`config.mk`:
```
export PLATFORM = sky130hd
export DESIGN_NAME = db4dwt_queue
export DESIGN_NICKNAME = d
export VERILOG_FILES = /design/src/rtl/core/db4dwt_pkg.sv /design/src/rtl/core/db4dwt_queue.sv
export SDC_FILE = /design/constraint.sdc
export NUM_CORES = 1
export LEC_CHECK = 0
export BUFFER_PORTS_ARGS = -buffer_cell sky130_fd_sc_hd__buf_2
export CELL_PAD_IN_SITES_DETAIL_PLACEMENT = 1
export CELL_PAD_IN_SITES_GLOBAL_PLACEMENT = 1
export CORE_ASPECT_RATIO = 1.4
export CORE_MARGIN = 3
export CORE_UTILIZATION = 54
export CTS_CLUSTER_DIAMETER = 60
export DETAILED_ROUTE_END_ITERATION = 7
export PLACE_DENSITY_LB_ADDON = 0.1
export SLEW_MARGIN = 30
export SYNTH_ARGS = -nofsm -noshare
export SYNTH_HDL_FRONTEND = slang
export SYNTH_SLANG_ARGS = --single-unit
```
`constraint.sdc`:
```
create_clock -name clk -period 9.9 [get_ports clk]
set_input_delay 1.98 -clock clk [delete_from_list [all_inputs] [get_ports clk]]
set_output_delay 1.98 -clock clk [all_outputs]
set_load 0.05 [all_outputs]
```
`src/rtl/core/db4dwt_pkg.sv`:
```
// ----------------------------------------------------------------------------
// db4dwt_pkg
// Shared constants, types and the tap quantiser for the db4 analysis stream.
// ----------------------------------------------------------------------------
`timescale 1ns / 1ps

package db4dwt_pkg;

  // frame and window geometry
  localparam int LEN_W      = 16;
  localparam int POS_W      = 17;
  localparam int WIN_DEPTH  = 16;
  localparam int TAPS       = 8;
  localparam int TAP_BASE   = 6;
  localparam int MIRROR_POS = 8;
  localparam int MIN_LEN    = 8;
  localparam int NRES_MAX   = 7;
  localparam int Q_DEPTH    = 4;

  // filter taps scaled by 2^30
  localparam logic signed [31:0] TAP_LO_K [TAPS] = '{
    -32'sd11378874, 32'sd35307865, 32'sd33115682, -32'sd200827100,
    -32'sd30047344, 32'sd677403066, 32'sd767560661, 32'sd247366293
  };
  localparam logic signed [31:0] TAP_HI_K [TAPS] = '{
    -32'sd247366293, 32'sd767560661, -32'sd677403066, -32'sd30047344,
    32'sd200827100, 32'sd33115682, -32'sd35307865, -32'sd11378874
  };

  // queue status seen by both sides
  typedef struct packed {
    logic empty;
    logic full;
  } q_stat_t;

  // round a tap magnitude half up to frac fraction bits, then restore the sign
  function automatic logic signed [31:0] quant_tap(input logic signed [31:0] k,
                                                   input int frac);
    logic [31:0] m;
    logic [31:0] r;
    m = k[31] ? $unsigned(-k) : $unsigned(k);
    if (frac >= 30) begin
      r = m;
    end else begin
      r = (m + (32'd1 << (29 - frac))) >> (30 - frac);
    end
    return k[31] ? -$signed(r) : $signed(r);
  endfunction

endpackage

```
`src/rtl/core/db4dwt_queue.sv`:
```
// ----------------------------------------------------------------------------
// db4dwt_queue
// Small register queue carrying filter windows from the front to the back.
// ----------------------------------------------------------------------------
`timescale 1ns / 1ps

module db4dwt_queue #(
  parameter int WIDTH = 129,
  parameter int DEPTH = 4
) (
  input  logic                clk,
  input  logic                rst,
  input  logic                push,
  input  logic [WIDTH-1:0]    wdata,
  input  logic                pop,
  output logic [WIDTH-1:0]    rdata,
  output db4dwt_pkg::q_stat_t q_stat
);
  import db4dwt_pkg::*;

  localparam int PTR_W = (DEPTH > 1) ? $clog2(DEPTH) : 1;
  localparam int CNT_W = $clog2(DEPTH + 1);

  logic [WIDTH-1:0] entries [DEPTH];
  logic [PTR_W-1:0] wr_ptr;
  logic [PTR_W-1:0] rd_ptr;
  logic [CNT_W-1:0] fill;

  // status and head of queue
  assign rdata        = entries[rd_ptr];
  assign q_stat.empty = (fill == '0);
  assign q_stat.full  = (fill == CNT_W'(DEPTH));

  // entry storage
  always_ff @(posedge clk) begin
    if (push) begin
      entries[wr_ptr] <= wdata;
    end
  end

  // pointers and fill level
  always_ff @(posedge clk) begin
    if (rst) begin
      wr_ptr <= '0;
      rd_ptr <= '0;
      fill   <= '0;
    end else begin
      if (push) begin
        wr_ptr <= (wr_ptr == PTR_W'(DEPTH - 1)) ? '0 : wr_ptr + 1'b1;
      end
      if (pop) begin
        rd_ptr <= (rd_ptr == PTR_W'(DEPTH - 1)) ? '0 : rd_ptr + 1'b1;
      end
      if (push && !pop) begin
        fill <= fill + 1'b1;
      end else if (pop && !push) begin
        fill <= fill - 1'b1;
      end
    end
  end

endmodule

```
==> metrics <==
status finished, final reports clean; Slowest-stage cell, CP dfxtp_4; pre-CTS setup slack 5.21 ns; metal3 WL 2.65 mm; Worst Hold Launch fill[2]; Area Growth Syn to Fin 17.8%; RSZ-0062 raised after global routing no; post-CTS resize count 0; worst reg-to-reg setup slack 6.95 ns; final instance area 22,500 um2; mapped cell area 19,100 um2; via count 8,545; Die ar. 37,600 um2; DIE HEIGHT 228 um; final worst path period share 48.8%; Area contributors post-synth edfxtp_1 81%, mux4_2 15%, dfxtp_1 0.95%; clk_skew 0.0143 ns; Total Wirelength 38.5 mm; Hold Path Class flop to flop; Yosys reg bits 525; Initial Util 55.4%; dpl cell area 20,900 um2; fraction of registers with async set or reset after synthesis 0%; Main synth FF type edfxtp_1; Max-cap violations 0; EDFF count, synth 516; setup TNS 0 ns; Synthesis Warnings 0; DRT Pass-1 Iters 5; Clock Tree Root clkbuf_16; largest net degree at the start of global routing 74; DR top layer met5; Pwr per Cell Area 223 nW/um2; first-pass GRT wire length 58.7 mm; Die X 165 um; critical path endpoint category output pin; Final ANT Viol Nets 0; type of the worst setup path flop to output pin; top post-synthesis cells by count 516 x edfxtp_1, 129 x mux4_2, 13 x buf_6; I/O pins 264; crit path time final 4.83 ns; area of the core 34,400 um2; Worst path max stage delay 0.80 ns; post-CTS setup buffers 0; Synth area leader edfxtp_1; Buf/Inv on CP 2; GR Overflow Total 0; Yosys cell types 19; Final Hold Fails 0; GRT Total Usage 21.0%; Hold Path End fill[2]; Reg-to-Reg Start wr_ptr[0]; worst skew pair latency 0.55 ns; Rel. slew slack 37.3%; worst vdd ir 0.166 mV; most common cell in the netlist edfxtp_1; Yosys top cell area share 81.3%; worst r2r dst entries[0][29]; Syn Inst Count 717; CTS HTree Levels 2; FMAX 207 MHz; Worst EP required 7.92 ns; M1 wire length 14.4 mm; DP Wirelength 23.8 mm; number of cells on the worst reg-to-reg path 5; CTS tree built; PortBufs 263; Nets 1,155; layout cell share with drive strength beyond 1 45.1%; Final setup viols 0; Max Slew Vio Count 0; clock-pin slew on the worst setup and hold paths 0.06 ns; Max FO, Critical Path 73; slew at the pin with the worst max-slew slack 0.940 ns; DRC viols 0; vias in the first global route 9,446; Non-Filler Instances 1,509; crit path cell chain buf_12 > mux4_2 > buf_2; clk sink count 525; sequential area share after synthesis 82.2%; Post-Syn Area per Cell 26.6 um2; routability cong. 0.733; Initial DRC Count 652; final setup margin 5.07 ns; dpl cells 1,415; vias per cell 5.66; Startpoint Class flop; WL met2 20.5 mm; post-cts hold buffer count 0; Row Count 80; CTS Buffer Depth 3; syn_nets 857; Hold Path Depth 2; DR WL/cell 25.5 um; P_leak 7.53 nW; CP delay by family, top flip-flops; initial antenna violation count 9; Arr. time, crit path 2.85 ns; CTS buffer count 48
[state kept, by name, summed over array words and instances (netlist names), named ones only]
name,flops
rd_ptr,2
entries,516
wr_ptr,2
fill,3
[worst register-to-register path: stages (launching register included)]
cell and delay [ns]:
dfxtp_1 0.35, inv_1 0.10, ha_1 0.15, and2_4 0.33, buf_4 0.76, buf_4 0.84
[routing by layer]
layer	GRT usage, %	vias to the layer above
met5	0	-
met4	6.16	8
met3	5.46	71
met2	35.7	281
met1	27.0	4465
li1	-	3720
[how the worst max path moves through the flow]
stage / from / end / depth (start not counted)
final: flop / rdata[18] / 3
after global routing: flop / rdata[18] / 3
after CTS: flop / rdata[18] / 3
after detailed placement: push / entries[1][35] / 4
after global placement: flop / rdata[118] / 3
after floorplan: push / entries[0][0] / 1
[cells by family after synthesis]
logic type | Yosys count | share of synthesized area (%)
AOI/OAI and AO/OA | 3 | 0.0787
muxes | 133 | 15.5
and+or+nand+nor | 15 | 0.407
buffers and inverters | 32 | 1.24
DFF | 525 | 82.2
xor gates and xnor gates | 2 | 0.0919
adders and majority gates | 7 | 0.499
[cell usage in the layout, fill, tap and decap left out, types with 6 or more instances in the layout]
master     instances
clkinv_2           7
edfxtp_1         516
bufinv_16          6
mux4_2           129
buf_4              8
clkinv_1          14
buf_2            263
dfxtp_1            7
clkbuf_1           9
ha_1               6
diode_2            7
nor2_1             7
clkbuf_16         49
[per-stage QoR]
stage / util, % / hold WS (ns) / power [mW]
after floorplan: - / 0.460 / 3.09
after global placement: 60.5 / 0.501 / 3.24
after detailed placement: 60.7 / 0.523 / 3.26
after CTS: 65.1 / 0.542 / 5.06
after global routing: 65.2 / 0.581 / 5.18
final: 65.2 / 0.535 / 5.00
[power by group]
| part | internal [mW] | total [mW] | switching (mW) | leakage (nW) |
|---|---|---|---|---|
| logic | 0.180 | 0.621 | 0.441 | 1.97 |
| clock network | 1.06 | 1.80 | 0.741 | 0.749 |
| registers | 2.55 | 2.58 | 0.0356 | 4.81 |
| total | 3.79 | 5.00 | 1.22 | 7.53 |
[cell type report]
cell class,instances,area [um2]
flip-flops and latches,525,15700
fillers,2804,12000
multi-input cells,160,3160
repair buffers,276,1480
clock buffers,58,1260
well taps,451,564
clock inverters,28,275
diodes,7,17.5
inverters,4,15.0
No activity file was read; power rests on OpenSTA's default activity.
