<file path="src/rtl/core/db4dwt_pkg.sv">
// ----------------------------------------------------------------------------
// db4dwt_pkg
// Shared constants, types and the tap quantiser for the db4 analysis stream.
// ----------------------------------------------------------------------------
`timescale 1ns / 1ps

package db4dwt_pkg;

  // frame and window geometry
  localparam int LEN_W      = 16;
  localparam int POS_W      = 17;
  localparam int WIN_DEPTH  = 16;
  localparam int TAPS       = 8;
  localparam int TAP_BASE   = 6;
  localparam int MIRROR_POS = 8;
  localparam int MIN_LEN    = 8;
  localparam int NRES_MAX   = 7;
  localparam int Q_DEPTH    = 4;

  // filter taps scaled by 2^30
  localparam logic signed [31:0] TAP_LO_K [TAPS] = '{
    -32'sd11378874, 32'sd35307865, 32'sd33115682, -32'sd200827100,
    -32'sd30047344, 32'sd677403066, 32'sd767560661, 32'sd247366293
  };
  localparam logic signed [31:0] TAP_HI_K [TAPS] = '{
    -32'sd247366293, 32'sd767560661, -32'sd677403066, -32'sd30047344,
    32'sd200827100, 32'sd33115682, -32'sd35307865, -32'sd11378874
  };

  // queue status seen by both sides
  typedef struct packed {
    logic empty;
    logic full;
  } q_stat_t;

  // round a tap magnitude half up to frac fraction bits, then restore the sign
  function automatic logic signed [31:0] quant_tap(input logic signed [31:0] k,
                                                   input int frac);
    logic [31:0] m;
    logic [31:0] r;
    m = k[31] ? $unsigned(-k) : $unsigned(k);
    if (frac >= 30) begin
      r = m;
    end else begin
      r = (m + (32'd1 << (29 - frac))) >> (30 - frac);
    end
    return k[31] ? -$signed(r) : $signed(r);
  endfunction

endpackage

</file>
<file path="src/rtl/core/db4dwt_front.sv">
// ----------------------------------------------------------------------------
// db4dwt_front
// Sample window, frame tracking, end mirroring and decimation; queues windows.
// ----------------------------------------------------------------------------
`timescale 1ns / 1ps

module db4dwt_front #(
  parameter int SAMPLE_WIDTH = 16,
  parameter int COUNT_WIDTH  = 16
) (
  input  logic                                     clk,
  input  logic                                     rst,
  input  logic                                     cfg_wr_en,
  input  logic [db4dwt_pkg::LEN_W-1:0]             cfg_wr_data,
  input  logic                                     in_valid,
  output logic                                     in_ready,
  input  logic signed [SAMPLE_WIDTH-1:0]           sample,
  input  db4dwt_pkg::q_stat_t                      q_stat,
  output logic                                     push,
  output logic [db4dwt_pkg::TAPS*SAMPLE_WIDTH:0]   push_data
);
  import db4dwt_pkg::*;

  localparam int CMP_W = (COUNT_WIDTH + 1 > POS_W) ? COUNT_WIDTH + 1 : POS_W;

  logic signed [SAMPLE_WIDTH-1:0] win    [WIN_DEPTH];
  logic signed [SAMPLE_WIDTH-1:0] w_sh   [WIN_DEPTH];
  logic signed [SAMPLE_WIDTH-1:0] w_new  [WIN_DEPTH];
  logic signed [SAMPLE_WIDTH-1:0] tail_mirror;
  logic [POS_W-1:0]       count;
  logic [POS_W-1:0]       cnt;
  logic [POS_W-1:0]       n_len;
  logic [POS_W-1:0]       tot;
  logic [POS_W-1:0]       tot_calc;
  logic [POS_W-1:0]       tot_sel;
  logic [COUNT_WIDTH-1:0] pairs;
  logic [LEN_W-1:0]       frame_length;
  logic [3:0]             k;
  logic [3:0]             k_next;
  logic [2:0]             nres;
  logic                   phase;
  logic                   tail;
  logic                   accept;
  logic                   tail_go;
  logic                   tail_done;
  logic                   more;
  logic                   is_final;
  logic                   emit;
  logic                   last_flag;

  // frame length and position bookkeeping
  always_comb begin
    cnt      = count + 1'b1;
    n_len    = (frame_length < LEN_W'(MIN_LEN)) ? POS_W'(MIN_LEN) : POS_W'(frame_length);
    is_final = (cnt >= n_len);
    tot_calc = is_final ? POS_W'(({1'b0, cnt} + (POS_W + 1)'(7)) >> 1)
                        : POS_W'(({1'b0, n_len} + (POS_W + 1)'(7)) >> 1);
    tot_sel  = tail ? tot : tot_calc;
    k_next   = k + 1'b1;
  end

  // handshake and step control
  always_comb begin
    more      = (CMP_W'(pairs) < CMP_W'(tot)) && (nres < 3'(NRES_MAX));
    in_ready  = !tail && !q_stat.full;
    accept    = in_valid && in_ready;
    tail_go   = tail && more && !q_stat.full;
    tail_done = tail && !more;
    emit      = phase && (tail || (cnt >= POS_W'(MIRROR_POS)));
    last_flag = ((CMP_W'(pairs) + CMP_W'(1)) == CMP_W'(tot_sel));
    push      = (accept || tail_go) && emit;
  end

  // next window: shift, start mirror at position eight, end mirror in the tail
  always_comb begin
    w_sh[0] = tail ? '0 : sample;
    for (int i = 1; i < WIN_DEPTH; i++) begin
      w_sh[i] = win[i-1];
    end
    tail_mirror = '0;
    for (int j = 1; j <= MIRROR_POS; j++) begin
      if (k_next == 4'(j)) begin
        tail_mirror = w_sh[2*j-1];
      end
    end
    w_new = w_sh;
    if (!tail && (cnt == POS_W'(MIRROR_POS))) begin
      for (int i = 0; i < MIRROR_POS; i++) begin
        w_new[WIN_DEPTH-1-i] = w_sh[i];
      end
    end
    if (tail) begin
      w_new[0] = tail_mirror;
    end
  end

  // queue entry: filter window plus last flag
  always_comb begin
    for (int i = 0; i < TAPS; i++) begin
      push_data[i*SAMPLE_WIDTH +: SAMPLE_WIDTH] = w_new[TAP_BASE+i];
    end
    push_data[TAPS*SAMPLE_WIDTH] = last_flag;
  end

  // window storage, every slot rewritten before it is read in a frame
  always_ff @(posedge clk) begin
    if (accept || tail_go) begin
      win <= w_new;
    end
  end

  // frame control state
  always_ff @(posedge clk) begin
    if (rst) begin
      count        <= '0;
      phase        <= 1'b1;
      pairs        <= '0;
      tail         <= 1'b0;
      k            <= '0;
      nres         <= '0;
      tot          <= '0;
      frame_length <= LEN_W'(MIN_LEN);
    end else begin
      if (cfg_wr_en) begin
        frame_length <= cfg_wr_data;
      end
      if (accept) begin
        count <= cnt;
        pairs <= pairs + COUNT_WIDTH'(emit);
        nres  <= 3'(emit);
        k     <= '0;
        tot   <= tot_calc;
        tail  <= is_final;
        if (cnt >= POS_W'(MIRROR_POS)) begin
          phase <= !phase;
        end
      end else if (tail_go) begin
        k     <= k_next;
        pairs <= pairs + COUNT_WIDTH'(emit);
        nres  <= nres + 3'(emit);
        phase <= !phase;
      end else if (tail_done) begin
        count <= '0;
        phase <= 1'b1;
        pairs <= '0;
        tail  <= 1'b0;
      end
    end
  end

endmodule

</file>
<file path="config.mk">
export PLATFORM = sky130hd
export DESIGN_NAME = db4dwt_front
export DESIGN_NICKNAME = d
export VERILOG_FILES = /design/src/rtl/core/db4dwt_pkg.sv /design/src/rtl/core/db4dwt_front.sv
export SDC_FILE = /design/constraint.sdc
export NUM_CORES = 1
export LEC_CHECK = 0
export BUFFER_PORTS_ARGS = -buffer_cell sky130_fd_sc_hd__buf_2
export CAP_MARGIN = 25
export CORE_UTILIZATION = 56
export CTS_BUF_LIST = sky130_fd_sc_hd__clkbuf_4 sky130_fd_sc_hd__clkbuf_8
export CTS_CLUSTER_DIAMETER = 120
export CTS_CLUSTER_SIZE = 14
export DETAILED_ROUTE_END_ITERATION = 6
export PLACE_DENSITY = 0.86
export SETUP_SLACK_MARGIN = 0.4
export SLEW_MARGIN = 20
export SYNTH_ARGS = -nofsm -noshare
export SYNTH_HDL_FRONTEND = slang
export SYNTH_SLANG_ARGS = --single-unit
</file>
<file path="constraint.sdc">
create_clock -name clk -period 7.35 [get_ports clk]
set_input_delay 1.47 -clock clk [delete_from_list [all_inputs] [get_ports clk]]
set_output_delay 1.47 -clock clk [all_outputs]
set_load 0.005 [all_outputs]
</file>
==> impl_metrics.yaml <==
placed_design:
  io_buffers: 167
  globalplace.congestion: 0.9160
  hpwl_mm: 27.93
clock_network:
  cts.sinks: 315
  clk_path_buf_depth: 3
  htreeDepth: 1
  clock_latency_ns: 0.61
  clk_transition_reported_paths_ns: 0.10
  cts_buffers: 26
  cts_tree: "done"
  holdBufCountCts: 0
  root_buffer: "clkbuf_8"
global_routing:
  track_usage: 0.2481
  grt_pass1_wl_mm: 60.90
  grt_pass1_vias: 11010
  antenna_found_initial: 0
  grt_max_degree: 85
  grt-ovfl-total: 0
synth:
  yosysMostFrequentCell: "edfxtp_1"
  synthDominantCellAreaShare: 0.4197
  synth_xor_area_frac: 0.04226
  netlist.top_cell.by_area: "edfxtp_1"
  async_flop_share: 0
  synth_cell_types: 77
  synth.top_cells.by_count: "240 x edfxtp_1, 136 x buf_4, 118 x nor2_1"
  synth.avg_cell_area_sq_um: 11.45
  synth_edf_count: 240
  synth_seq_area_share: 0.5071
  synth_compound_area_frac: 0.1066
  yosysWarnings: 0
  synth_simple_gate_area_frac: 0.1075
  synth_flop_cell: "edfxtp_1"
  synthMuxAreaShare: 0.1067
  synth_top_family_by_area: "simple AND/OR/NAND/NOR gates"
  synth-seq-cells: 315
  synth_area_leaders: "edfxtp_1 42%, dfxtp_1 8.7%, mux2_4 7.0%"
  synthesis.area_sq_um: 17170
  synthAdderAreaFrac: 0.03060
  syn_inst: 1500
  syn-num-nets: 1580
timing:
  finalHoldViolations: 0
  maxSlewHeadroom: 0.3550
  worst_pin_slew_ns: 0.9633
  period_share: 0.9129
  grt_setup_unrepaired: "false"
  slew_viol_final: 0
  fmax_mhz: 149.0
  finClkSkew_ns: 0.02750
  fin_crit_ns: 6.710
  finalSetupViolations: 0
  setup_tns_ns: 0
routing:
  wl_per_cell_um: 20.68
  vias: 11850
  drc: 0
  wl_mm: 39.95
  drt_first_iter_violations: 1480
  via_per_inst: 6.133
  ant_nets: 0
  dr.pass1.iters: 6
job:
  maxCapViolations: 0
pwr:
  irDropWorstVdd_uv: 157.8
  p_int_mw: 2.520
  p_leak_nw: 6.757
  power.share.switching: 0.2367
  p_sw_uw: 781.6
  p_per_area_nw_per_um2: 184.1
  power_frac_comb: 0.079
  clockPowerShare: 0.307
  p_seq_frac: 0.614
hold_path:
  hold_class: "reg -> reg"
  hp-start: "w_new[220]"
cells_and_area:
  area_growth_pct: 4.466
  fin_nets: 1604
  drive_above_1_share: 0.2581
  diodes: 0
  post-route-util: 0.6005
  fillers: 2329
critical_path:
  timing.rr.start: "count[7]"
  cp.arrival_ns: 5.24
  worst-setup-path-type: "reg -> out"
  cp_max_fo: 21
  start_kind: "flop"
  cp-end-kind: "output port"
  crit_required_ns: 5.88
  crit_start: "count[2]"
floorplan:
  die_y_um: 177.1
  ios: 169
  rows: 63
  die_w_um: 177.1
  core_area_sq_um: 29870
  start_util: 0.5748
  die-area_sq_um: 31370
outcome:
  status: "complete, no violations"
## worst paths after layout
kind / slack [ns] / end / cells after the start
max: 0.64 / push_data[128] / 17
min: 0.44 / w_new[204] / 0
max reg2reg: 2.93 / w_sh[17] / 11
min reg2reg: 0.44 / w_new[204] / 0
## repair_timing
action	in CTS	in global routing
buffers inserted	0	0
endpoints found under the hold margin	0	0
resized for setup	4	9
pin swaps	0	0
setup endpoints to repair	1	1
## power by group through the flow
stage	registers (mW)	logic, mW	clock network (mW)
after floorplan	2.06	0.198	0
after global placement	2.06	0.247	0
after detailed placement	2.07	0.254	0
after CTS	2.03	0.256	1.04
after global routing	2.04	0.284	1.09
final	2.03	0.261	1.01
## critical path, cell delays in order, from the launching register on
cell       delay [ns]
dfxtp_2          0.55
and3_2           0.37
nand2_1          0.12
nor2_1           0.13
xnor2_1          0.35
ha_1             0.38
a21oi_1          0.16
nand2_1          0.07
a21oi_1          0.23
a211o_1          0.26
nand2_4          0.18
and4_1           0.24
nor4_1           0.25
buf_4            0.17
xnor2_1          0.13
or4b_1           0.50
a2111oi_2        0.37
buf_2            0.18
## layer usage
| metal | up-vias | GRT usage | share of wire |
|---|---|---|---|
| met5 | - | 0 | 0 |
| met4 | 0 | 0.07004 | 0.025 |
| met3 | 76 | 0.03415 | 0.084 |
| met2 | 610 | 0.4030 | 0.47 |
| met1 | 5750 | 0.3460 | 0.42 |
| li1 | 5413 | - | - |
## metrics by stage
| step | setup slack [ns] | power (mW) | instance area [sq um] | hold slack [ns] | instances |
|---|---|---|---|---|---|
| 2_1_floorplan | 1.394 | 2.256 | 17180 | 0.4204 | 1500 |
| 3_3_place_gp | 0.9113 | 2.309 | 17350 | 0.4219 | 1884 |
| 3_5_place_dp | 0.8370 | 2.322 | 17360 | 0.4270 | 1885 |
| 4_1_cts | 0.4165 | 3.324 | 17880 | 0.4411 | 1931 |
| 5_1_grt | 0.4055 | 3.409 | 17940 | 0.4498 | 1932 |
| 6_report | 0.6404 | 3.302 | 17940 | 0.4435 | 1932 |
## layout by cell type, fill, tap and decap left out, types with 35 or more instances in the layout
| master | Yosys | final |
|---|---|---|
| xnor2_1 | 66 | 66 |
| nor2_1 | 118 | 115 |
| a21oi_1 | 76 | 76 |
| edfxtp_1 | 240 | 240 |
| ha_1 | 42 | 41 |
| inv_1 | 64 | 63 |
| dfxtp_1 | 75 | 69 |
| o21ai_0 | 35 | 35 |
| buf_2 | 8 | 167 |
| mux2_4 | 80 | 80 |
| nand2_1 | 98 | 98 |
## final cells by class
class	instances	area, sq um	area share
flip-flops and latches	315	8718	0.4860
multi-input cells	915	6807	0.3794
repair buffers	201	1169	0.06514
clock buffers	44	493.0	0.02748
well taps	390	488.0	0.02720
inverters	65	247.7	0.01381
clock inverters	2	17.52	0.0009764
## registers in the layout, indices dropped and copies added, names as in the netlist, 4 cells and up
register      cells
w_sh            128
tot              17
count            17
pairs            16
k                 4
frame_length     16
w_new            80
push_data        32
## kinds of logic after synthesis
family	after synthesis
AOI/OAI and AO/OA	273
DFF	315
xor gates and xnor gates	82
buffers and inverters	270
and+or+nand+nor	379
muxes	139
adders and majority gates	42
(Power assumes the default switching activity.)
